==> config.mk <==
export PLATFORM = sky130hd
export DESIGN_NAME = pixel_color_class_classifier
export DESIGN_NICKNAME = d
export VERILOG_FILES = /design/src/rtl/core/pccc_pkg.sv /design/src/rtl/core/pccc_prep.sv /design/src/rtl/core/pccc_div_cell.sv /design/src/rtl/core/pccc_classify.sv /design/src/rtl/core/pixel_color_class_classifier.sv
export SDC_FILE = /design/constraint.sdc
export NUM_CORES = 1
export LEC_CHECK = 0
export BUFFER_PORTS_ARGS = -buffer_cell sky130_fd_sc_hd__buf_2
export CAP_MARGIN = 20
export CELL_PAD_IN_SITES_DETAIL_PLACEMENT = 1
export CELL_PAD_IN_SITES_GLOBAL_PLACEMENT = 1
export CORE_MARGIN = 2
export CORE_UTILIZATION = 25
export CTS_CLUSTER_DIAMETER = 120
export DETAILED_ROUTE_END_ITERATION = 7
export PLACE_DENSITY_LB_ADDON = 0.1
export SLEW_MARGIN = 30
export SYNTH_ARGS = -nofsm -noshare
export SYNTH_HDL_FRONTEND = slang
export SYNTH_SLANG_ARGS = --single-unit
==> constraint.sdc <==
create_clock -name clock -period 8.34 [get_ports clock]
set_input_delay 1.251 -clock clock [delete_from_list [all_inputs] [get_ports clock]]
set_output_delay 1.251 -clock clock [all_outputs]
set_load 0.03 [all_outputs]
==> src/rtl/core/pccc_pkg.sv <==
// Shared types, constants and the palette table of the pixel colour class classifier.
// Has no dependencies. Every module in rtl/core imports it.
package pccc_pkg;

   localparam int CHANNELS   = 3;
   localparam int PIX_BITS   = 8;
   localparam int QUOT_BITS  = 8;
   localparam int NUM_BITS   = PIX_BITS + QUOT_BITS;
   localparam int CLASS_BITS = 4;

   localparam int CH_RED   = 0;
   localparam int CH_GREEN = 1;
   localparam int CH_BLUE  = 2;

   typedef enum logic [CLASS_BITS-1:0] {
      CLASS_BLACK  = 4'd0,
      CLASS_RED    = 4'd1,
      CLASS_ORANGE = 4'd2,
      CLASS_BROWN  = 4'd3,
      CLASS_YELLOW = 4'd4,
      CLASS_LIME   = 4'd5,
      CLASS_GREEN  = 4'd6,
      CLASS_CYAN   = 4'd7,
      CLASS_BLUE   = 4'd8
   } class_type;

   typedef struct packed {
      logic [PIX_BITS-1:0] red;
      logic [PIX_BITS-1:0] green;
      logic [PIX_BITS-1:0] blue;
   } rgb_type;

   // Per channel: upper half is the partial remainder, lower half holds the
   // numerator bits still to be shifted in and the quotient bits already made.
   typedef struct packed {
      logic [CHANNELS-1:0][NUM_BITS-1:0] work;
      logic [PIX_BITS-1:0]               divisor;
   } div_data_type;

   function automatic rgb_type palette(input class_type cls);
      rgb_type col;
      unique case (cls)
         CLASS_BLACK:  col = '{red: 8'd0,   green: 8'd0,   blue: 8'd0};
         CLASS_RED:    col = '{red: 8'd255, green: 8'd0,   blue: 8'd0};
         CLASS_ORANGE: col = '{red: 8'd255, green: 8'd128, blue: 8'd0};
         CLASS_BROWN:  col = '{red: 8'd128, green: 8'd128, blue: 8'd0};
         CLASS_YELLOW: col = '{red: 8'd255, green: 8'd255, blue: 8'd0};
         CLASS_LIME:   col = '{red: 8'd50,  green: 8'd255, blue: 8'd50};
         CLASS_GREEN:  col = '{red: 8'd0,   green: 8'd100, blue: 8'd0};
         CLASS_CYAN:   col = '{red: 8'd0,   green: 8'd255, blue: 8'd255};
         CLASS_BLUE:   col = '{red: 8'd0,   green: 8'd0,   blue: 8'd255};
         default:      col = '{red: 8'd0,   green: 8'd0,   blue: 8'd0};
      endcase
      return col;
   endfunction

endpackage

==> src/rtl/core/pccc_prep.sv <==
// Front stage: channel minimum and maximum, and the numerators 255*(c-min).
// Depends on pccc_pkg.
module pccc_prep (
   input  logic                             clock,
   input  logic                             reset,
   input  logic                             in_valid,
   output logic                             in_ready,
   input  logic [pccc_pkg::PIX_BITS-1:0]    in_red,
   input  logic [pccc_pkg::PIX_BITS-1:0]    in_green,
   input  logic [pccc_pkg::PIX_BITS-1:0]    in_blue,
   output logic                             out_valid,
   input  logic                             out_ready,
   output pccc_pkg::div_data_type           out_data
);
   import pccc_pkg::*;

   logic                               valid_ff;
   div_data_type                       data_ff;
   div_data_type                       data_in;
   logic [CHANNELS-1:0][PIX_BITS-1:0]  chan;
   logic [PIX_BITS-1:0]                mn;
   logic [PIX_BITS-1:0]                mx;

   assign chan[CH_RED]   = in_red;
   assign chan[CH_GREEN] = in_green;
   assign chan[CH_BLUE]  = in_blue;

   always_comb begin
      logic [PIX_BITS-1:0] diff;
      mn = chan[CH_RED];
      mx = chan[CH_RED];
      for (int ch = 1; ch < CHANNELS; ch++) begin
         if (chan[ch] < mn) mn = chan[ch];
         if (chan[ch] > mx) mx = chan[ch];
      end
      // A black pixel has all numerators zero; a divisor of one then yields zero.
      data_in.divisor = (mx == '0) ? PIX_BITS'(1) : mx;
      for (int ch = 0; ch < CHANNELS; ch++) begin
         diff = chan[ch] - mn;
         data_in.work[ch] = {diff, {QUOT_BITS{1'b0}}} - {{QUOT_BITS{1'b0}}, diff};
      end
   end

   assign in_ready  = !valid_ff || out_ready;
   assign out_valid = valid_ff;
   assign out_data  = data_ff;

   always_ff @(posedge clock) begin
      if (reset) begin
         valid_ff <= 1'b0;
      end else if (in_ready) begin
         valid_ff <= in_valid;
      end
      if (in_ready && in_valid) begin
         data_ff <= data_in;
      end
   end

endmodule

==> src/rtl/core/pccc_div_cell.sv <==
// One cell of the divider chain: one restoring quotient bit for all three channels.
// Depends on pccc_pkg.
module pccc_div_cell (
   input  logic                    clock,
   input  logic                    reset,
   input  logic                    in_valid,
   output logic                    in_ready,
   input  pccc_pkg::div_data_type  in_data,
   output logic                    out_valid,
   input  logic                    out_ready,
   output pccc_pkg::div_data_type  out_data
);
   import pccc_pkg::*;

   logic         valid_ff;
   div_data_type data_ff;
   div_data_type data_in;

   always_comb begin
      logic [PIX_BITS:0] trial;
      logic              q_bit;
      data_in.divisor = in_data.divisor;
      for (int ch = 0; ch < CHANNELS; ch++) begin
         trial = {in_data.work[ch][NUM_BITS-1 -: PIX_BITS], in_data.work[ch][QUOT_BITS-1]};
         q_bit = (trial >= {1'b0, in_data.divisor});
         if (q_bit) begin
            trial = trial - {1'b0, in_data.divisor};
         end
         data_in.work[ch] = {trial[PIX_BITS-1:0], in_data.work[ch][QUOT_BITS-2:0], q_bit};
      end
   end

   assign in_ready  = !valid_ff || out_ready;
   assign out_valid = valid_ff;
   assign out_data  = data_ff;

   always_ff @(posedge clock) begin
      if (reset) begin
         valid_ff <= 1'b0;
      end else if (in_ready) begin
         valid_ff <= in_valid;
      end
      if (in_ready && in_valid) begin
         data_ff <= data_in;
      end
   end

   // The partial remainder must always stay below the divisor.
   for (genvar ch = 0; ch < CHANNELS; ch++) begin : g_rem_chk
      a_rem_below_div: assert property (@(posedge clock) disable iff (reset)
         valid_ff |-> (data_ff.work[ch][NUM_BITS-1 -: PIX_BITS] < data_ff.divisor))
         else $error("partial remainder not below divisor");
   end

   a_div_nonzero: assert property (@(posedge clock) disable iff (reset)
      valid_ff |-> (data_ff.divisor != '0))
      else $error("zero divisor in divider chain");

endmodule

==> src/rtl/core/pccc_classify.sv <==
// Output stage: colour class tests on the normalised triple and palette lookup.
// Depends on pccc_pkg.
module pccc_classify (
   input  logic                    clock,
   input  logic                    reset,
   input  logic                    in_valid,
   output logic                    in_ready,
   input  pccc_pkg::div_data_type  in_data,
   output logic                    out_valid,
   input  logic                    out_ready,
   output pccc_pkg::rgb_type       out_norm,
   output pccc_pkg::class_type     out_class,
   output pccc_pkg::rgb_type       out_palette
);
   import pccc_pkg::*;

   logic      valid_ff;
   rgb_type   norm_ff;
   rgb_type   norm_in;
   class_type class_ff;
   class_type class_in;
   rgb_type   palette_ff;

   // Products need at most twelve bits (ten times 255).
   logic [11:0] r;
   logic [11:0] g;
   logic [11:0] b;

   assign norm_in.red   = in_data.work[CH_RED][QUOT_BITS-1:0];
   assign norm_in.green = in_data.work[CH_GREEN][QUOT_BITS-1:0];
   assign norm_in.blue  = in_data.work[CH_BLUE][QUOT_BITS-1:0];

   assign r = {4'b0, norm_in.red};
   assign g = {4'b0, norm_in.green};
   assign b = {4'b0, norm_in.blue};

   always_comb begin
      if ((12'd5 * r < 12'd3 * g) && (g > 12'd40) && (12'd5 * b < 12'd6 * g)) begin
         class_in = (r > b) ? CLASS_LIME : CLASS_GREEN;
      end else if ((r > 12'd50) && (12'd10 * b < r)) begin
         if ((r < 12'd100) || (12'd5 * g < r)) begin
            if (12'd2 * g < r) begin
               class_in = CLASS_RED;
            end else if (12'd10 * g < 12'd9 * r) begin
               class_in = CLASS_BROWN;
            end else begin
               class_in = CLASS_YELLOW;
            end
         end else begin
            class_in = (12'd2 * g < r) ? CLASS_ORANGE : CLASS_YELLOW;
         end
      end else if ((r < 12'd10) && (g < 12'd45) && (b > 12'd80)) begin
         class_in = CLASS_BLUE;
      end else if ((r < 12'd20) && (g > 12'd30) && (b > 12'd70)) begin
         class_in = CLASS_CYAN;
      end else begin
         class_in = CLASS_BLACK;
      end
   end

   assign in_ready    = !valid_ff || out_ready;
   assign out_valid   = valid_ff;
   assign out_norm    = norm_ff;
   assign out_class   = class_ff;
   assign out_palette = palette_ff;

   always_ff @(posedge clock) begin
      if (reset) begin
         valid_ff <= 1'b0;
      end else if (in_ready) begin
         valid_ff <= in_valid;
      end
      if (in_ready && in_valid) begin
         norm_ff    <= norm_in;
         class_ff   <= class_in;
         palette_ff <= palette(class_in);
      end
   end

   a_zero_is_black: assert property (@(posedge clock) disable iff (reset)
      (valid_ff && norm_ff == '0) |-> (class_ff == CLASS_BLACK))
      else $error("all-zero colour not classed black");

   a_lime_red_over_blue: assert property (@(posedge clock) disable iff (reset)
      (valid_ff && class_ff == CLASS_LIME) |-> (norm_ff.red > norm_ff.blue))
      else $error("lime class without red above blue");

endmodule

==> src/rtl/core/pixel_color_class_classifier.sv <==
// Pixel colour class classifier, top level: front stage, divider chain, output stage.
// Depends on pccc_pkg, pccc_prep, pccc_div_cell and pccc_classify.
//
// Usage. Each beat on the req_ channel carries one RGB pixel. Each beat on the
// rsp_ channel carries, in the same order, the saturation-stretched colour
// floor(255*(c-min)/max) per channel, the colour class number and the fixed
// palette colour of that class. A black pixel gives a zero colour and class
// black. Both channels use valid and ready.
//
// From an accepted request beat to the response beat, the front stage registers
// the minimum, maximum and numerators, a chain of divider cells (each cell settles
// one quotient bit of all three channels and hands its work on to the next) follows,
// and the output stage registers the class tests and palette lookup. Throughput is
// one pixel per cycle while the receiver takes every response beat.
//
// Every stage holds one beat and takes a new one whenever it is empty or its
// successor takes its beat, so a stalled receiver fills the chain's bubbles
// first; req_ready falls only when all ten stages are occupied. A synchronous
// reset empties every stage; no result is pending after reset.
module pixel_color_class_classifier (
   input  logic                                clock,
   input  logic                                reset,
   input  logic                                req_valid,
   output logic                                req_ready,
   input  logic [pccc_pkg::PIX_BITS-1:0]       req_in_red,
   input  logic [pccc_pkg::PIX_BITS-1:0]       req_in_green,
   input  logic [pccc_pkg::PIX_BITS-1:0]       req_in_blue,
   output logic                                rsp_valid,
   input  logic                                rsp_ready,
   output logic [pccc_pkg::PIX_BITS-1:0]       rsp_norm_red,
   output logic [pccc_pkg::PIX_BITS-1:0]       rsp_norm_green,
   output logic [pccc_pkg::PIX_BITS-1:0]       rsp_norm_blue,
   output logic [pccc_pkg::CLASS_BITS-1:0]     rsp_class_id,
   output logic [pccc_pkg::PIX_BITS-1:0]       rsp_palette_red,
   output logic [pccc_pkg::PIX_BITS-1:0]       rsp_palette_green,
   output logic [pccc_pkg::PIX_BITS-1:0]       rsp_palette_blue
);
   import pccc_pkg::*;

   // Link k feeds divider cell k; link QUOT_BITS feeds the output stage.
   logic         link_valid [QUOT_BITS+1];
   logic         link_ready [QUOT_BITS+1];
   div_data_type link_data  [QUOT_BITS+1];

   rgb_type      norm;
   class_type    cls;
   rgb_type      pal;

   pccc_prep u_prep (
      .clock     (clock),
      .reset     (reset),
      .in_valid  (req_valid),
      .in_ready  (req_ready),
      .in_red    (req_in_red),
      .in_green  (req_in_green),
      .in_blue   (req_in_blue),
      .out_valid (link_valid[0]),
      .out_ready (link_ready[0]),
      .out_data  (link_data[0])
   );

   for (genvar k = 0; k < QUOT_BITS; k++) begin : g_cell
      pccc_div_cell u_cell (
         .clock     (clock),
         .reset     (reset),
         .in_valid  (link_valid[k]),
         .in_ready  (link_ready[k]),
         .in_data   (link_data[k]),
         .out_valid (link_valid[k+1]),
         .out_ready (link_ready[k+1]),
         .out_data  (link_data[k+1])
      );
   end

   pccc_classify u_classify (
      .clock       (clock),
      .reset       (reset),
      .in_valid    (link_valid[QUOT_BITS]),
      .in_ready    (link_ready[QUOT_BITS]),
      .in_data     (link_data[QUOT_BITS]),
      .out_valid   (rsp_valid),
      .out_ready   (rsp_ready),
      .out_norm    (norm),
      .out_class   (cls),
      .out_palette (pal)
   );

   assign rsp_norm_red      = norm.red;
   assign rsp_norm_green    = norm.green;
   assign rsp_norm_blue     = norm.blue;
   assign rsp_class_id      = cls;
   assign rsp_palette_red   = pal.red;
   assign rsp_palette_green = pal.green;
   assign rsp_palette_blue  = pal.blue;

   // A receiver that takes beats lets every stage advance, so the input is open.
   a_open_when_drained: assert property (@(posedge clock) disable iff (reset)
      rsp_ready |-> req_ready)
      else $error("request side blocked while response side is ready");

endmodule

==> results.md, run 1 <==
- Critical Path AT: approximately 8 ns
- R2R depth: 21
- Die Width: 355.9 microns
- Critical path class: input pin to flop
- First-pass GRT wire length: approximately 140 mm
- CTS tree: done
- Gr usage total: ~14%
- Synth top area cells: edfxtp_1, ha_1, o21ai_0
- Status: completed
- Final Instance Area: 0.03569 sq mm
- Post-route setup slack: roughly 0.90 ns
- Syn avg cell area: 11.24 sq um
- RSZ-0062 raised after global routing: false
- Power Density: about 230 mW/mm^2
- # hold bufs at CTS: 0
- Slew margin rel.: 39.86%
- Setup TNS: 0 ns
- Top Ports: 82
- Worst r2r src: g_cell[7].u_cell.out_data[25]
- Netlist cell types: 90
- Port bufs: between 80 and 90
- Final Setup Violations: 0
- Dpl ws: around 0.32 ns
- Num Clock Sinks: ~520
- Die H: 355.9 microns
- Critical path capture point type: flop
- DR DRC count: 0
- Initial antenna violation count: 2
- Worst Tran Pin Value: ~0.9 ns
- Req. time, crit path: around 8.7 ns
- Initial Util: 25.11%
- Core Area: between 0.1 and 0.15 sq mm
- Most used DFF post-synth: edfxtp_1
- CP max stage delay: ~0.64 ns
- Setup crit start: req_in_red[5]
- Async SR Flop Fraction: 0%
- Die footprint: ~0.13 sq mm
- Worst hold path class: flop to flop
- Placed instance area: roughly 0.033 sq mm
- Number of DRC markers in iteration 0: roughly 890
- Clock buffer depth: 3
- Worst Path Max Fanout: 14
- Yosys Warn Count: 0
- Row count: 129
- HPWL after DPL: roughly 71 mm
- Final count of hold timing violations: 0
- Final Power: just over 8 mW
- # resized after CTS: 0
- Maximum clock rate: approximately 130 MHz
- Core Util, Final: 28.94%
- Post-CTS Setup Bufs: 0
- Startpoint Class: input pin
- Largest net degree at the start of global routing: 57
- VDD IR max: 168.4 uV
- Vias in the first global route: around 23000
- DR WL/cell: ~19 microns
- Final instance count without filler cells: between 4000 and 5000
- Dpl cells: between 4000 and 5000
- Layout Skew: about 0.043 ns
- Tcrit/Tclk final: approximately nine tenths
- Antenna Violating Nets Remaining: 0
- Cell with the most instances after synthesis: edfxtp_1
- Leak: ~14 nW
- Synth top cells by count: edfxtp_1, ha_1, o21ai_0
- Synth area leader: edfxtp_1
- Grt ovf: 0
- H-tree levels: 2
- Worst path slowest cell: o41ai_4
- CTS clk-pin slew, worst paths: 0.06 ns
- Cell area after synthesis: approximately 0.031 sq mm
- Clock insertion delay at the later pin of the skew report: roughly 0.67 ns
- R2r setup slk: between 3 and 4 ns
- CP Capture Point: u_prep.out_data[22]
- Drt via density: around 4.6
- Vias: 20930
- Drt total wl: between 80 and 90 mm
- EDFF count, synth: around 510
- Share of cells above drive strength 1: under 10%
- Synthesized flop and latch total: approximately 520
- Routability congestion estimate from global placement: 0.8339
- Area growth syn-to-layout: 15.26%
- Drt pass-1 iters: 5
- Maxcap violations: 0
- TritonCTS Buffers: 61
- Mapped Cells: approximately 2800
- Post-synth top area share: between 40% and 50%
- Hold path start: g_cell[5].u_cell.out_data[10]
- Number of diodes: 0
- Hold slack: a little under 0.4 ns
- Root Buffer: clkbuf_16
- Syn nets: 3164
- Fin nets: between 3000 and 4000
- Sequential share of the synthesized area: between 40% and 50%
- Clock period minus worst slack: 7.439 ns
- Count of pins over their slew limit: 0
- R2R Path End: u_classify.out_palette[19]
how the worst min path moves through the flow:
stage                                               end  slack [ns]  cells after the start
after floorplan           g_cell[0].u_cell.out_data[10]        0.40                      0
after global placement    g_cell[6].u_cell.out_data[12]        0.40                      0
after detailed placement  g_cell[3].u_cell.out_data[26]        0.41                      0
after CTS                 g_cell[6].u_cell.out_data[11]        0.38                      0
after global routing      g_cell[1].u_cell.out_data[13]        0.41                      0
final                     g_cell[6].u_cell.out_data[11]        0.39                      0
flip-flops by register name, summed over array words and instances, names as in the netlist:
name and count:
u_classify.out_norm 24, g_cell.u_cell.out_data 416, u_classify.out_class 4, g_cell.u_cell.out_valid 8, u_classify.out_palette 8, u_classify.out_valid 1
u_prep.out_valid 1, u_prep.out_data 56
kinds of logic after synthesis:
logic type,after synthesis,synth area share [%]
and+or+nand+nor,707,11.68
adders and majority gates,388,16.26
AOI/OAI and AO/OA,681,13.84
xor gates and xnor gates,132,3.758
buffers and inverters,314,4.057
DFF,518,49.92
muxes,15,0.4930
critical path, delay by kind of cell:
| kind | cells | cell delay, ns |
|---|---|---|
| buf+inv | 7 | 1.27 |
| simple gates | 8 | 1.72 |
| fa+ha+maj | 4 | 0.97 |
| compound gates | 9 | 2.35 |
| xor+xnor | 1 | 0.25 |
placed cells by master (no fill, tap or decap), types with 11 or more instances in the layout:
master and instances:
nand3_1 18, nor2_1 135, buf_2 81, nand2b_1 63, a21oi_1 114, fa_1 26, a21boi_0 24, o21bai_1 11
xnor2_1 76, edfxtp_1 508, nand2_1 207, buf_4 25, bufinv_16 15, o211a_1 24, nor3_1 22, ha_1 355
nor2b_1 74, nand4_1 56, nor2b_2 17, inv_1 252, xor2_1 55, o21ai_0 286, and2_1 30, o31ai_1 47
mux2i_1 13, o21a_1 13, clkbuf_16 62, a21o_1 64, or4_1 21
per-layer routing:
layer  wire (microns)  vias to the layer above  track usage (%)
li1                 -                    10300                -
met1            40130                    10330            17.57
met2            43440                      184            24.89
met3             2024                      115            1.834
met4             2420                        0            4.093
met5                0                        -                0
report_power, final:
part           total, mW  switching (mW)  internal [mW]
clock               2.95            1.12           1.83
combinational       1.88            1.17          0.706
sequential          3.38           0.170           3.21
area by class of cell:
| class | count | area, sq um |
|---|---|---|
| clock buffers | 68 | 1574 |
| repair buffers | 106 | 593.1 |
| flip-flops and latches | 518 | 15450 |
| clock inverters | 48 | 666.9 |
| well taps | 1637 | 2048 |
| fillers | 13700 | 87630 |
| multi-input cells | 1923 | 14400 |
| inverters | 254 | 953.4 |
(Power assumes the default switching activity.)
==> run 2, diff against run 1 <==
--- a/config.mk
+++ b/config.mk
@@ -14,7 +14,7 @@
 export CTS_CLUSTER_DIAMETER = 120
 export DETAILED_ROUTE_END_ITERATION = 7
 export PLACE_DENSITY_LB_ADDON = 0.1
-export SLEW_MARGIN = 30
+export SLEW_MARGIN = 0
 export SYNTH_ARGS = -nofsm -noshare
 export SYNTH_HDL_FRONTEND = slang
 export SYNTH_SLANG_ARGS = --single-unit
==> constraint.sdc (replaced) <==
create_clock -name clock -period 8.34 [get_ports clock]
set_input_delay 0.417 -clock clock [delete_from_list [all_inputs] [get_ports clock]]
set_output_delay 0.417 -clock clock [all_outputs]
set_load 0.03 [all_outputs]
==> run 2 against run 1 <==
Critical path depth fell by 3. Critical endpoint is now u_prep.out_data[36]. Highest routed layer unchanged. Clock skew is 0.0082 ns lower. Sequential share of layout area is 0.22 points higher. Largest power group unchanged. Sequential cell count did not move. Power decreased by 2.4%. Global-route usage hardly changed. Setup slack improved by 0.17 ns. Fmax is 2.3% higher. Non-clock buffer count stayed put. Final cell count is the same. First-iteration DRC count shrank 11%.
==> results.md, run 2 (synthesized netlist as in run 1, its figures left out) <==
- CP max stage delay: a little under 0.7 ns
- Startpoint Class: input pin
- DR DRC count: 0
- Row count: ~130
- Power Density: roughly 230 mW/mm^2
- CTS tree: done
- Clock insertion delay at the later pin of the skew report: 0.67 ns
- Die H: between 300 and 400 microns
- Setup crit start: req_in_red[1]
- Num Clock Sinks: 518
- Dpl ws: a little under 0.4 ns
- R2R depth: 21
- Leak: between 10 and 15 nW
- CTS clk-pin slew, worst paths: 0.06 ns
- Worst hold path class: input pin to flop
- Final Setup Violations: 0
- Hold Path Cell Cnt: 2
- Number of DRC markers in iteration 0: about 790
- Worst Tran Pin Value: approximately 1.0 ns
- Final count of hold timing violations: 0
- Maximum clock rate: ~140 MHz
- Antenna Violating Nets Remaining: 0
- Number of diodes: 0
- Grt ovf: 0
- Initial Util: between 20% and 30%
- Initial antenna violation count: 1
- Vias in the first global route: between 20000 and 25000
- Setup TNS: 0 ns
- Drt via density: between 4 and 5
- Req. time, crit path: 8.72 ns
- Drt pass-1 iters: 5
- Critical Path AT: roughly 7.7 ns
- Count of pins over their slew limit: 0
- Die footprint: 0.1267 sq mm
- Worst path slowest cell: nor4_1
- Worst r2r src: g_cell[7].u_cell.out_data[25]
- Status: completed
- Top Ports: 82
- RSZ-0062 raised after global routing: false
- Tcrit/Tclk final: ~87%
- Core Area: between 0.1 and 0.15 sq mm
- Maxcap violations: 0
- First-pass GRT wire length: between 100 and 150 mm
- Max FFs per register: around 420
- Final instance count without filler cells: 4554
- Hold path start: reset
- Vias: 20910
- Dpl cells: between 4000 and 5000
- Fin nets: ~3300
- Share of cells above drive strength 1: 8.673%
- Clock period minus worst slack: roughly 7.3 ns
- Commonest non-fill, non-tap cell in the layout: edfxtp_1
- HPWL after DPL: 70.72 mm
- Layout Skew: ~0.035 ns
- R2r setup slk: 3.19 ns
- Critical path class: input pin to flop
- Slew margin rel.: about 31%
- Die Width: 355.9 microns
- Drt total wl: between 80 and 90 mm
- Core Util, Final: between 20 and 30%
- Routability congestion estimate from global placement: around 0.84
- Worst Path Max Fanout: 13
- Gr usage total: about 14%
- VDD IR max: roughly 160 uV
- CP Capture Point: u_prep.out_data[36]
- Critical path capture point type: flop
- Most frequent cells in the layout: edfxtp_1, ha_1, o21ai_0, inv_1, nand2_1
- Largest net degree at the start of global routing: 57
- Port bufs: 81
- # resized after CTS: 0
- Area growth syn-to-layout: 14.67%
- TritonCTS Buffers: 61
- DR WL/cell: 19.38 microns
- Root Buffer: clkbuf_16
- H-tree levels: 2
- Clock buffer depth: 3
- Post-route setup slack: around 1.1 ns
- R2R Path End: u_classify.out_palette[19]
[run 2: per-stage QoR]
stage / hold WS (ns) / power [mW] / cell area [sq um]
after floorplan: 0.4003 / 4.641 / 30960
after global placement: 0.4006 / 5.293 / 33340
after detailed placement: 0.4052 / 5.328 / 33340
after CTS: 0.02237 / 8.178 / 35460
after global routing: 0.04317 / 8.493 / 35500
final: 0.07545 / 8.015 / 35500
[run 2: what timing repair did]
| item | 4_1_cts | 5_1_grt |
|---|---|---|
| endpoints found under the setup margin | 0 | 0 |
| hold buffers | 1 | 0 |
| endpoints found under the hold margin | 1 | 0 |
| setup buffers | 0 | 0 |
[run 2: cell type report]
type,count,area [sq um]
multi-input combinational,1923,14340
fill,13730,87810
clock inverter,47,533.0
clock buffer,69,1578
timing repair buffer,106,595.6
tap,1637,2048
sequential,518,15450
inverter,254,953.4
[run 2: worst max-delay path: cells and delay by family]
family / cells / cell delay, ns
compound gates: 14 / 4.03
fa+ha+maj: 3 / 0.93
simple gates: 6 / 1.77
buf+inv: 3 / 0.47
[run 2: power by group]
group	switching (mW)	internal [mW]
sequential	0.173	3.21
clock	1.12	1.65
combinational	1.16	0.696
[run 2: how the worst min path moves through the flow]
stage / to / slack (ns)
2_1_floorplan: g_cell[0].u_cell.out_data[10] / 0.40
3_3_place_gp: g_cell[7].u_cell.out_data[13] / 0.40
3_5_place_dp: g_cell[7].u_cell.out_data[12] / 0.41
4_1_cts: g_cell[7].u_cell.out_valid / 0.02
5_1_grt: g_cell[7].u_cell.out_valid / 0.04
6_report: g_cell[7].u_cell.out_valid / 0.08
[run 2: layer usage]
metal	wire length, microns	vias to the layer above	global-route usage (%)
met5	0	-	0
met4	2601	0	4.506
met3	1936	116	1.721
met2	43610	187	24.99
met1	40100	10310	17.40
li1	-	10290	-
